[src/design/eac3_sync_frame_splitter_defines.svh]
// ----------------------------------------------------------------------------
// eac3 sync frame splitter assertion macros
// shared property wrappers, empty for synthesis
// ----------------------------------------------------------------------------
`ifndef EAC3_SYNC_FRAME_SPLITTER_DEFINES_SVH
`define EAC3_SYNC_FRAME_SPLITTER_DEFINES_SVH

`ifndef SYNTHESIS
`define EAC3_ASSERT_IMPL(label, clk, rst_n, ante, cons) \
	label: assert property (@(posedge clk) disable iff (!rst_n) (ante) |-> (cons)) \
		else $error("implication check failed");
`define EAC3_ASSERT_NEVER(label, clk, rst_n, expr) \
	label: assert property (@(posedge clk) disable iff (!rst_n) !(expr)) \
		else $error("forbidden condition seen");
`else
`define EAC3_ASSERT_IMPL(label, clk, rst_n, ante, cons)
`define EAC3_ASSERT_NEVER(label, clk, rst_n, expr)
`endif

`endif

[src/design/eac3_sfs_pkg.sv]
// ----------------------------------------------------------------------------
// eac3 sync frame splitter package
// result kinds, error codes and sync word constants
// ----------------------------------------------------------------------------
package eac3_sfs_pkg;

	localparam int HEADER_BYTES_DEF = 7;
	// power of two
	localparam int FIFO_DEPTH = 4;

	localparam logic [1:0] KIND_START = 2'd0;
	localparam logic [1:0] KIND_DATA  = 2'd1;
	localparam logic [1:0] KIND_ERR   = 2'd2;

	localparam logic [2:0] ERR_NONE      = 3'd0;
	localparam logic [2:0] ERR_SMALL     = 3'd1;
	localparam logic [2:0] ERR_SYNC_WORD = 3'd2;
	localparam logic [2:0] ERR_SYNC_LEN  = 3'd3;
	localparam logic [2:0] ERR_REMAINDER = 3'd4;

	localparam logic [7:0] SYNC_HI = 8'h0b;
	localparam logic [7:0] SYNC_LO = 8'h77;
	localparam logic [10:0] SLEN_MASK = 11'h7ff;

endpackage

[src/design/eac3_sfs_in_if.sv]
// ----------------------------------------------------------------------------
// eac3 sync frame splitter input channel
// frame start and data byte items with valid/ready
// ----------------------------------------------------------------------------
interface eac3_sfs_in_if;
	logic        valid;
	logic        ready;
	logic        func;
	logic [15:0] frame_len;
	logic [7:0]  data_byte;

	modport source (output valid, func, frame_len, data_byte, input ready);
	modport sink (input valid, func, frame_len, data_byte, output ready);
endinterface

[src/design/eac3_sfs_out_if.sv]
// ----------------------------------------------------------------------------
// eac3 sync frame splitter result channel
// passed frame starts, data bytes and errors with valid/ready
// ----------------------------------------------------------------------------
interface eac3_sfs_out_if;
	logic        valid;
	logic        ready;
	logic [1:0]  out_kind;
	logic [7:0]  out_byte;
	logic        sub_start;
	logic [12:0] sub_len;
	logic [15:0] frame_len_out;
	logic [2:0]  err_code;
	logic        last;

	modport source (output valid, out_kind, out_byte, sub_start, sub_len, frame_len_out,
		err_code, last, input ready);
	modport sink (input valid, out_kind, out_byte, sub_start, sub_len, frame_len_out,
		err_code, last, output ready);
endinterface

[src/design/eac3_sync_frame_splitter.sv]
// a result passes through the input register, the result queue and the output register
// throughput: one input item per cycle while data bytes pass through and the result queue has room
// a released header is sent one byte per output transfer; the 4-entry result queue
// absorbs part of it, so input can stall during each sync frame
// reset: arst_n clears control state; no frame active, header buffer holds no data
// ----------------------------------------------------------------------------
// eac3 sync frame splitter
// checks each sync frame header of a framed byte stream, releases it with a
// sub-frame start mark or reports an error, and passes the body bytes through
// ----------------------------------------------------------------------------
`include "eac3_sync_frame_splitter_defines.svh"

module eac3_sync_frame_splitter
	import eac3_sfs_pkg::*;
#(
	parameter int HEADER_BYTES = HEADER_BYTES_DEF
) (
	input logic clk,
	input logic arst_n,
	eac3_sfs_in_if.sink frames,
	eac3_sfs_out_if.source results
);

	localparam int NEED_W = $clog2(HEADER_BYTES + 1);
	localparam int IDX_W  = $clog2(HEADER_BYTES);
	localparam int PTR_W  = $clog2(FIFO_DEPTH);
	localparam int CNT_W  = $clog2(FIFO_DEPTH + 1);
	localparam logic [NEED_W-1:0] NEED_FULL = NEED_W'(HEADER_BYTES);
	localparam logic [IDX_W-1:0]  IDX_LAST  = IDX_W'(HEADER_BYTES - 1);

	typedef struct packed {
		logic                         grp;
		logic [1:0]                   kind;
		logic [2:0]                   err;
		logic [15:0]                  flen;
		logic [12:0]                  slen;
		logic [HEADER_BYTES-1:0][7:0] bytes;
	} rec_t;

	// input register
	logic        valid_s1;
	logic        func_s1;
	logic [15:0] flen_s1;
	logic [7:0]  byte_s1;

	// splitter state
	logic              active_q;
	logic [NEED_W-1:0] need_q;
	logic [15:0]       frame_q;
	logic [11:0]       body_q;
	logic [7:0]        hbuf_q [HEADER_BYTES-1];

	// result queue
	rec_t             fifo_q [FIFO_DEPTH];
	logic [PTR_W-1:0] wr_q;
	logic [PTR_W-1:0] rd_q;
	logic [CNT_W-1:0] fifo_cnt_q;
	logic [IDX_W-1:0] hdr_idx_q;

	// output register
	logic        res_valid_q;
	logic [1:0]  kind_q;
	logic [7:0]  byte_q;
	logic        sub_start_q;
	logic [12:0] sub_len_q;
	logic [15:0] flen_q;
	logic [2:0]  err_q;
	logic        last_q;

	logic adv;
	logic push;
	logic pop;
	logic out_load;

	rec_t              rec;
	logic              rec_vld;
	logic              active_d;
	logic [NEED_W-1:0] need_d;
	logic [15:0]       frame_d;
	logic [11:0]       body_d;
	logic [NEED_W-1:0] need_eff;
	logic              hb_wr;
	logic [IDX_W-1:0]  hb_idx;
	logic [7:0]        hdr [HEADER_BYTES];
	logic [11:0]       slen_half;
	logic [12:0]       slen;
	logic [15:0]       rem;
	rec_t              head;

	assign adv = valid_s1 && (fifo_cnt_q < CNT_W'(FIFO_DEPTH));
	assign frames.ready = !valid_s1 || adv;
	assign push = adv && rec_vld;

	always_ff @(posedge clk or negedge arst_n) begin
		if (!arst_n) begin
			valid_s1 <= 1'b0;
		end else if (frames.ready) begin
			valid_s1 <= frames.valid;
		end
	end

	always_ff @(posedge clk) begin
		if (frames.ready && frames.valid) begin
			func_s1 <= frames.func;
			flen_s1 <= frames.frame_len;
			byte_s1 <= frames.data_byte;
		end
	end

	always_comb begin
		for (int i = 0; i < HEADER_BYTES - 1; i++) begin
			hdr[i] = hbuf_q[i];
		end
		hdr[HEADER_BYTES-1] = byte_s1;
	end

	assign need_eff  = (need_q == '0 && body_q == '0) ? NEED_FULL : need_q;
	assign hb_idx    = IDX_W'(NEED_FULL - need_eff);
	assign slen_half = 12'(({hdr[2], hdr[3]} & {5'd0, SLEN_MASK})) + 12'd1;
	assign slen      = {slen_half, 1'b0};
	assign rem       = frame_q - 16'(slen);

	always_comb begin
		rec      = '0;
		rec_vld  = 1'b0;
		active_d = active_q;
		need_d   = need_q;
		frame_d  = frame_q;
		body_d   = body_q;
		hb_wr    = 1'b0;
		if (!func_s1) begin
			rec_vld = 1'b1;
			if (flen_s1 < 16'(HEADER_BYTES)) begin
				rec.kind = KIND_ERR;
				rec.err  = ERR_SMALL;
				active_d = 1'b0;
			end else begin
				rec.kind = KIND_START;
				rec.flen = flen_s1;
				active_d = 1'b1;
				frame_d  = flen_s1;
				need_d   = NEED_FULL;
				body_d   = '0;
			end
		end else if (active_q) begin
			if (need_eff == '0) begin
				rec_vld       = 1'b1;
				rec.kind      = KIND_DATA;
				rec.bytes[0]  = byte_s1;
				body_d        = body_q - 12'd1;
				if (body_q == 12'd1) begin
					need_d = NEED_FULL;
				end
			end else if (need_eff != NEED_W'(1)) begin
				hb_wr  = 1'b1;
				need_d = need_eff - NEED_W'(1);
			end else begin
				rec_vld  = 1'b1;
				need_d   = '0;
				if (hdr[0] != SYNC_HI || hdr[1] != SYNC_LO) begin
					rec.kind = KIND_ERR;
					rec.err  = ERR_SYNC_WORD;
					active_d = 1'b0;
				end else if (slen < 13'(HEADER_BYTES) || 16'(slen) > frame_q) begin
					rec.kind = KIND_ERR;
					rec.err  = ERR_SYNC_LEN;
					active_d = 1'b0;
				end else if (rem != '0 && rem < 16'(HEADER_BYTES)) begin
					rec.kind = KIND_ERR;
					rec.err  = ERR_REMAINDER;
					active_d = 1'b0;
				end else begin
					rec.grp  = 1'b1;
					rec.kind = KIND_DATA;
					rec.slen = slen;
					for (int i = 0; i < HEADER_BYTES; i++) begin
						rec.bytes[i] = hdr[i];
					end
					frame_d = rem;
					body_d  = 12'(slen - 13'(HEADER_BYTES));
					if (slen == 13'(HEADER_BYTES)) begin
						need_d = NEED_FULL;
					end
				end
			end
		end
	end

	always_ff @(posedge clk or negedge arst_n) begin
		if (!arst_n) begin
			active_q <= 1'b0;
			need_q   <= NEED_FULL;
			frame_q  <= '0;
			body_q   <= '0;
		end else if (adv) begin
			active_q <= active_d;
			need_q   <= need_d;
			frame_q  <= frame_d;
			body_q   <= body_d;
		end
	end

	always_ff @(posedge clk) begin
		if (adv && hb_wr) begin
			hbuf_q[hb_idx] <= byte_s1;
		end
	end

	// result queue and header expansion
	assign head     = fifo_q[rd_q];
	assign out_load = (fifo_cnt_q != '0) && (!res_valid_q || results.ready);
	assign pop      = out_load && (!head.grp || hdr_idx_q == IDX_LAST);

	always_ff @(posedge clk) begin
		if (push) begin
			fifo_q[wr_q] <= rec;
		end
	end

	always_ff @(posedge clk or negedge arst_n) begin
		if (!arst_n) begin
			wr_q       <= '0;
			rd_q       <= '0;
			fifo_cnt_q <= '0;
			hdr_idx_q  <= '0;
		end else begin
			if (push) begin
				wr_q <= wr_q + PTR_W'(1);
			end
			if (pop) begin
				rd_q <= rd_q + PTR_W'(1);
			end
			fifo_cnt_q <= fifo_cnt_q + CNT_W'(push) - CNT_W'(pop);
			if (pop) begin
				hdr_idx_q <= '0;
			end else if (out_load) begin
				hdr_idx_q <= hdr_idx_q + IDX_W'(1);
			end
		end
	end

	always_ff @(posedge clk or negedge arst_n) begin
		if (!arst_n) begin
			res_valid_q <= 1'b0;
		end else if (!res_valid_q || results.ready) begin
			res_valid_q <= fifo_cnt_q != '0;
		end
	end

	always_ff @(posedge clk) begin
		if (out_load) begin
			kind_q      <= head.kind;
			byte_q      <= head.bytes[head.grp ? hdr_idx_q : '0];
			sub_start_q <= head.grp && hdr_idx_q == '0;
			sub_len_q   <= (head.grp && hdr_idx_q == '0) ? head.slen : '0;
			flen_q      <= head.flen;
			err_q       <= head.err;
			last_q      <= !head.grp || hdr_idx_q == IDX_LAST;
		end
	end

	assign results.valid         = res_valid_q;
	assign results.out_kind      = kind_q;
	assign results.out_byte      = byte_q;
	assign results.sub_start     = sub_start_q;
	assign results.sub_len       = sub_len_q;
	assign results.frame_len_out = flen_q;
	assign results.err_code      = err_q;
	assign results.last          = last_q;

	`EAC3_ASSERT_NEVER(a_fifo_over, clk, arst_n, fifo_cnt_q > CNT_W'(FIFO_DEPTH))
	`EAC3_ASSERT_NEVER(a_pop_empty, clk, arst_n, pop && fifo_cnt_q == '0)
	`EAC3_ASSERT_IMPL(a_idx_grp, clk, arst_n, hdr_idx_q != '0, fifo_cnt_q != '0 && head.grp)
	`EAC3_ASSERT_IMPL(a_sub_data, clk, arst_n, results.valid && results.sub_start, results.out_kind == KIND_DATA && !results.last)
	`EAC3_ASSERT_IMPL(a_err_stop, clk, arst_n, push && rec.kind == KIND_ERR, !active_d)

endmodule

[src/flat_wrapper.sv]
// flat-port wrapper written by rule: the top's interface ports become plain ports
module eac3_sync_frame_splitter_flat import eac3_sfs_pkg::*;
#(
	parameter int HEADER_BYTES = HEADER_BYTES_DEF
)
  (clk, arst_n, frames_valid, frames_func, frames_frame_len, frames_data_byte, frames_ready, results_valid, results_out_kind, results_out_byte, results_sub_start, results_sub_len, results_frame_len_out, results_err_code, results_last, results_ready);
  eac3_sfs_in_if frames_i ();
  eac3_sfs_out_if results_i ();
  input logic clk;
  input logic arst_n;
  input wire logic [$bits(frames_i.valid)-1:0] frames_valid;
  input wire logic [$bits(frames_i.func)-1:0] frames_func;
  input wire logic [$bits(frames_i.frame_len)-1:0] frames_frame_len;
  input wire logic [$bits(frames_i.data_byte)-1:0] frames_data_byte;
  output wire logic [$bits(frames_i.ready)-1:0] frames_ready;
  output wire logic [$bits(results_i.valid)-1:0] results_valid;
  output wire logic [$bits(results_i.out_kind)-1:0] results_out_kind;
  output wire logic [$bits(results_i.out_byte)-1:0] results_out_byte;
  output wire logic [$bits(results_i.sub_start)-1:0] results_sub_start;
  output wire logic [$bits(results_i.sub_len)-1:0] results_sub_len;
  output wire logic [$bits(results_i.frame_len_out)-1:0] results_frame_len_out;
  output wire logic [$bits(results_i.err_code)-1:0] results_err_code;
  output wire logic [$bits(results_i.last)-1:0] results_last;
  input wire logic [$bits(results_i.ready)-1:0] results_ready;
  assign frames_i.valid = frames_valid;
  assign frames_i.func = frames_func;
  assign frames_i.frame_len = frames_frame_len;
  assign frames_i.data_byte = frames_data_byte;
  assign frames_ready = frames_i.ready;
  assign results_valid = results_i.valid;
  assign results_out_kind = results_i.out_kind;
  assign results_out_byte = results_i.out_byte;
  assign results_sub_start = results_i.sub_start;
  assign results_sub_len = results_i.sub_len;
  assign results_frame_len_out = results_i.frame_len_out;
  assign results_err_code = results_i.err_code;
  assign results_last = results_i.last;
  assign results_i.ready = results_ready;
  eac3_sync_frame_splitter #(.HEADER_BYTES(HEADER_BYTES)) u_core (.clk(clk), .arst_n(arst_n), .frames(frames_i), .results(results_i));
endmodule
[config.mk]
export PLATFORM = sky130hd
export DESIGN_NAME = eac3_sync_frame_splitter_flat
export DESIGN_NICKNAME = d
export VERILOG_FILES = /design/src/design/eac3_sfs_pkg.sv /design/src/design/eac3_sfs_in_if.sv /design/src/design/eac3_sfs_out_if.sv /design/src/design/eac3_sync_frame_splitter.sv /design/src/flat_wrapper.sv
export VERILOG_INCLUDE_DIRS = /design/src /design/src/design
export SDC_FILE = /design/constraint.sdc
export NUM_CORES = 1
export LEC_CHECK = 0
export BUFFER_PORTS_ARGS = -buffer_cell sky130_fd_sc_hd__buf_2
export CAP_MARGIN = 10
export CORE_UTILIZATION = 50
export DETAILED_ROUTE_END_ITERATION = 10
export GPL_ROUTABILITY_DRIVEN = 0
export HOLD_SLACK_MARGIN = 0.15
export MAX_ROUTING_LAYER = met4
export PLACE_DENSITY = 0.7
export SYNTH_ARGS = -nofsm -noshare
export SYNTH_HDL_FRONTEND = slang
export SYNTH_SLANG_ARGS = --single-unit
[constraint.sdc]
create_clock -name clk -period 5.6 [get_ports clk]
set_input_delay 0.56 -clock clk [delete_from_list [all_inputs] [get_ports clk]]
set_output_delay 0.56 -clock clk [all_outputs]
set_load 0.02 [all_outputs]
Word level (Yosys, flattened, before mapping). Memories as Yosys holds them, arrays and structs flattened. Index checks and enable logic that the tools add are counted.

Eq/ne operators: 17. $add $sub $neg: 11. Reductions and logical operators: 27. Order comparisons: 6. Muxes and demuxes: 71.

Operators by type and width (number): two-way mux 69 bit (6); two-way mux 16 bit (10); two-way mux 12 bit (8); two-way mux 61 bit (1); two-way mux 3 bit (12); < comparator 16 x 3 -> 1 bit, second input constant (2); binary-select mux 8 bit (select 3 bit) (1); two-way mux 1 bit (23); greater-than comparator 13 x 16 -> 1 bit (1); two-way mux 8 bit (2); nonzero test 16 bit (1); subtractor 16 x 13 -> 16 bit (1); two-way mux 5 bit (3); != test 3 bit, second input constant (5); < comparator 13 x 3 -> 1 bit, second input constant (1); adder 11 x 1 -> 12 bit, second input constant (1); == test 12 x 1 -> 1 bit, second input constant (1); zero test 12 bit (1); two-way mux 6 bit (2); != test 2 bit, second input constant (6); subtractor 12 x 1 -> 12 bit, second input constant (1); subtractor 12 x 3 -> 12 bit, second input constant (1); logical AND 1 bit (9); zero test 3 bit (3); 21 further kinds (30).

Memories kept: 2. Memory bits (writable): 412. Flip-flop bits (word level): 113. Output and inout port bits: 46.

Memory list: u_core.fifo_q (depth 4, bits a word 91, rd ports 1, clocked after memory_dff 0, write ports 1, RTL line eac3_sync_frame_splitter.sv:54) `rec_t fifo_q [FIFO_DEPTH];`; u_core.hbuf_q (depth 6, bits a word 8, rd ports 6, clocked after memory_dff 0, write ports 1, RTL line eac3_sync_frame_splitter.sv:51) `logic [7:0] hbuf_q [HEADER_BYTES-1];`.

Depth between registers and ports, before layout. An unclocked memory read counts as a cell.

Depth in word-level cells: 12. Mapped depth: 18.

Least setup slack after synthesis. Ideal clock, no wire load.

Path kind: register -> register. From: reg u_core.body_q[10]. To: mem u_core.fifo_q[0][0] in the netlist's numbering, enable pin. Library setup time: 0.459 ns. Stages on the path, launching flop included: 11. Data arrival time: 4.793 ns. Clock period less this slack: 5.252 ns. Slack: 0.348 ns. Cells stage by stage: dfrtp_1 > or4_1 > or4_1 > nor2_1 > or2_2 > ha_1 > and2_1 > clkbuf_1 > o21ai_0 > a21oi_1 > and2_1.

Longest elaborated chain between the ends: 11.

Ends and longest elaborated chain: start, declared (RTL line eac3_sync_frame_splitter.sv:50) `logic [11:0] body_q;`; start signal, assigned (RTL line eac3_sync_frame_splitter.sv:199) `body_q <= body_d;`; zero test 12 bit (*) (RTL line eac3_sync_frame_splitter.sv:117) `assign need_eff = (need_q == '0 && body_q == '0) ? NEED_FULL : need_q;`; logical AND 1 bit (*) (RTL line eac3_sync_frame_splitter.sv:117); two-way mux 3 bit (*) (RTL line eac3_sync_frame_splitter.sv:117); != test 3 x 1 -> 1 bit (RTL line eac3_sync_frame_splitter.sv:154) `end else if (need_eff != NEED_W'(1)) begin`; two-way mux 1 bit (RTL line eac3_sync_frame_splitter.sv:154); two-way mux 1 bit (*) (RTL line eac3_sync_frame_splitter.sv:146) `if (need_eff == '0) begin`; two-way mux 1 bit (*) (RTL line eac3_sync_frame_splitter.sv:145) `end else if (active_q) begin`; two-way mux 1 bit (*) (RTL line eac3_sync_frame_splitter.sv:131) `if (!func_s1) begin`; logical AND 1 bit (*) (RTL line eac3_sync_frame_splitter.sv:92) `assign push = adv && rec_vld;`; via u_core.push (RTL line eac3_sync_frame_splitter.sv:71) `logic push;`; two-way mux 1 bit (*) (RTL line eac3_sync_frame_splitter.sv:215) `if (push) begin`; two-way mux 1 bit (implied by the code) (*) (RTL line eac3_sync_frame_splitter.sv:216) `fifo_q[wr_q] <= rec;`; end, declared (RTL line eac3_sync_frame_splitter.sv:54).

The timed path passes the listed nets; every way through them passes the cells marked *.

==> results.md <==
* Tmin final at 4.88 ns
* Sw Share at 31.4%
* Register bit total from synthesis at 520
* Buffers on Ports at 73
* Pwr Total at 12.9 mW
* Layout cell share with drive strength beyond 1 at 22.2%
* Buffer depth of the longest clock path at 3
* First-pass GRT wire length at 71400 µm
* Final hold vios at 0
* Post-CTS sizing at 0
* Initial antenna violation count at 0
* Logic gate share of total power at 29.7%
* I/O Pins at 75
* Core Util, Final at 58.7%
* Final TNS setup at 0 ns
* Fmax at 205 MHz
* Top cells by area, synth: edfxtp_1 66%, mux4_2 10%, dfrtp_1 4.7%
* Max VDD drop at 282 µV
* Pwr dens at 520 nW/µm²
* Nets at 1445
* Sequential fraction of design power at 43.1%
* Critical Path End Type: register
* Wire per inst at 23.4 µm
* RSZ-0062 raised after global routing: false
* Post-synth top area share at 66.0%
* Slew of the pin with the lowest slew margin at 1.04 ns
* Most frequent cells in the layout: 476 x edfxtp_1, 98 x mux4_2, 73 x buf_2, 52 x clkbuf_16, 50 x nand2_1
* DIE HEIGHT at 210 µm
* Grt ovf at 0
* Initial Utilization at 51.2%
* Crit Path Max Fanout at 44
* CP Launch Type: register
* Worst Skew at 0.0266 ns
* H-tree levels at 2
* Area leader, netlist: edfxtp_1
* Hold crit path type: in2reg
* Worst path slowest cell: a2111oi_1
* Most common cell after layout, fill and taps aside: edfxtp_1
* Synth Flop Type: edfxtp_1
* Distinct cells, synth at 81
* Tot GR Track Use at 22.6%
* Vias per cell at 5.94
* Drt first pass iters at 5
* Critical path's largest stage delay at 0.55 ns
* # Max-Cap Violations at 0
* Chip Width at 210 µm
* Clock root buffer master: clkbuf_16
* Gate Count Post-Synth at 1264
* Layout area overhead at 14.8%
* Leakage at 8.47 nW
* Critical path required time at 5.95 ns
* Fillers at 3146
* Reg clk slew, reported paths at 0.06 ns
* DRT antenna net count at 0
* Status: finished, final reports clean
* Number of synthesized flops with an enable pin at 476
* Postcts setup bufs at 0
* DIE AREA at 44100 µm²
* Maximum number of pins on one net before global-route repair at 59
* Final setup fails at 0
* Yosys warning count at 0
* TritonCTS Buffers at 51
* CTS tree: built
* DRC errors left at 0
* Vias in the first global route at 12020
* Net Switching at 4.06 mW
* DP Wirelength at 28800 µm
* Slew Limit Fails at 0
* Crit share post-route at 87.1%
* Total routed wirelength at 47200 µm
* Clock power share at 27.2%
* Post-synthesis sequential area ratio at 71.1%
* CORE AREA at 42300 µm²
* DRT iter0 DRCs at 1173
* Via count at 11960
* Internal Pwr Total at 8.87 mW
* Row cnt at 75
* # clock sinks at 520
* Worst path arrival time at 5.23 ns
* Rel. slew slack at 30.7%
* CP cell instances: ha_1 -> inv_1 -> ha_1 -> nor2b_1 -> o31a_1 -> a2111oi_1 -> a2111oi_0 -> nor3_1 -> xnor2_1 -> nor3b_1 -> nor3b_1 -> a41oi_2 -> buf_4 -> o21ai_0
* Syn avg cell area at 17.1 µm²
* Synthesized area at 21700 µm²
* Antenna fix cells at 0
* Skew-Pair Late Insertion Delay at 0.60 ns
* Critical path type: reg2reg
* Async set-reset flop share out of synthesis at 8.46%
==> sequential cells by signal, indices dropped and copies added, names as in the netlist, 2 cells and up <==
register / cells
u_core.fifo_q: 360
u_core.fifo_cnt_q: 3
u_core.need_q: 3
u_core.results.err_code: 3
u_core.results.out_byte: 8
u_core.frame_q: 16
u_core.results.sub_len: 12
u_core.hdr_idx_q: 3
u_core.rd_q: 2
u_core.flen_s1: 16
u_core.byte_s1: 8
u_core.results.frame_len_out: 16
u_core.body_q: 12
u_core.wr_q: 2
u_core.hbuf_q: 48
u_core.results.out_kind: 2
==> path summary, 6_finish.rpt <==
| path | start | to | slack [ns] | cells after the start |
|---|---|---|---|---|
| worst max-delay path | u_core.hbuf_q[3][0] | u_core.fifo_q[2][89] | 0.72 | 14 |
| worst min-delay path | frames_data_byte[7] | u_core.byte_s1[7] | 0.17 | 1 |
| worst max register to register | u_core.hbuf_q[3][0] | u_core.fifo_q[2][89] | 0.72 | 14 |
| worst min register to register | u_core.results.valid | u_core.results.valid | 0.49 | 2 |
| max in group asynchronous | arst_n | u_core.rd_q[0] | 4.49 | 3 |
| min in group asynchronous | arst_n | u_core.frame_q[11] | 0.60 | 3 |
==> cell usage after synthesis, drive strengths merged, types with 24 or more instances <==
master	number
nand2	51
edfxtp	476
o21ai	36
a21oi	34
nand3	24
clkbuf	39
xnor2	24
mux4	98
inv	42
nor2	50
dfrtp	41
and2	24
and3	48
==> final cells by class <==
type	count	area, µm²	share of cell area [%]
timing repair buffer	132	943	3.80
clock inverter	24	318	1.28
sequential	520	15400	62.0
clock buffer	71	1420	5.72
tap	577	722	2.90
multi-input combinational	649	5890	23.7
inverter	42	158	0.634
==> layer usage <==
metal,vias to the layer above,share of wire (%),global-route usage (%)
met5,-,0,-
met4,0,2.2,7.45
met3,75,6.5,3.08
met2,440,48,34.7
met1,6162,43,31.5
li1,5283,-,-
==> metrics by stage <==
stage	instance area [µm²]	setup slack, ns	std cells	hold WS [ns]
global placement	22900	1.05	1896	0.474
detailed placement	22900	0.895	1896	0.480
CTS	24900	0.865	2015	0.150
floorplan	21700	0.348	1272	0.264
finish	24900	0.720	2015	0.165
global route	24900	0.342	2015	0.162
==> timing repair <==
item                                    4_1_cts  5_1_grt
hold endpoints to repair                     64        0
hold buffers                                 24        0
endpoints found under the setup margin        0        0
==> worst max-delay path, delay by kind of cell, from the launching register on <==
family / cells / cell delay, ns
AO/OA/AOI/OAI: 5 / 1.64
AND/OR/NAND/NOR: 4 / 1.16
adder cells (fa/ha/maj): 2 / 0.69
flip-flops: 1 / 0.46
buffers and inverters: 2 / 0.46
XOR/XNOR: 1 / 0.22
==> power groups by stage <==
stage / combinational, mW / clock, mW / sequential (mW)
6_report: 3.83 / 3.52 / 5.57
5_1_grt: 4.16 / 3.71 / 5.64
4_1_cts: 3.87 / 3.57 / 5.57
3_5_place_dp: 3.84 / 0 / 5.65
3_3_place_gp: 3.79 / 0 / 5.62
2_1_floorplan: 2.59 / 0 / 5.72
==> kinds of logic after synthesis <==
kind of cell    after synthesis  synth area share (%)
compound gates              169                  5.39
xor+xnor                     35                  1.55
fa+ha+maj                    24                  1.43
buf+inv                     103                  1.95
flops                       520                  71.1
mux                         119                  11.2
other cells                   1                0.0173
simple gates                293                  7.34
Note: power is estimated with default switching activity, not from simulation.
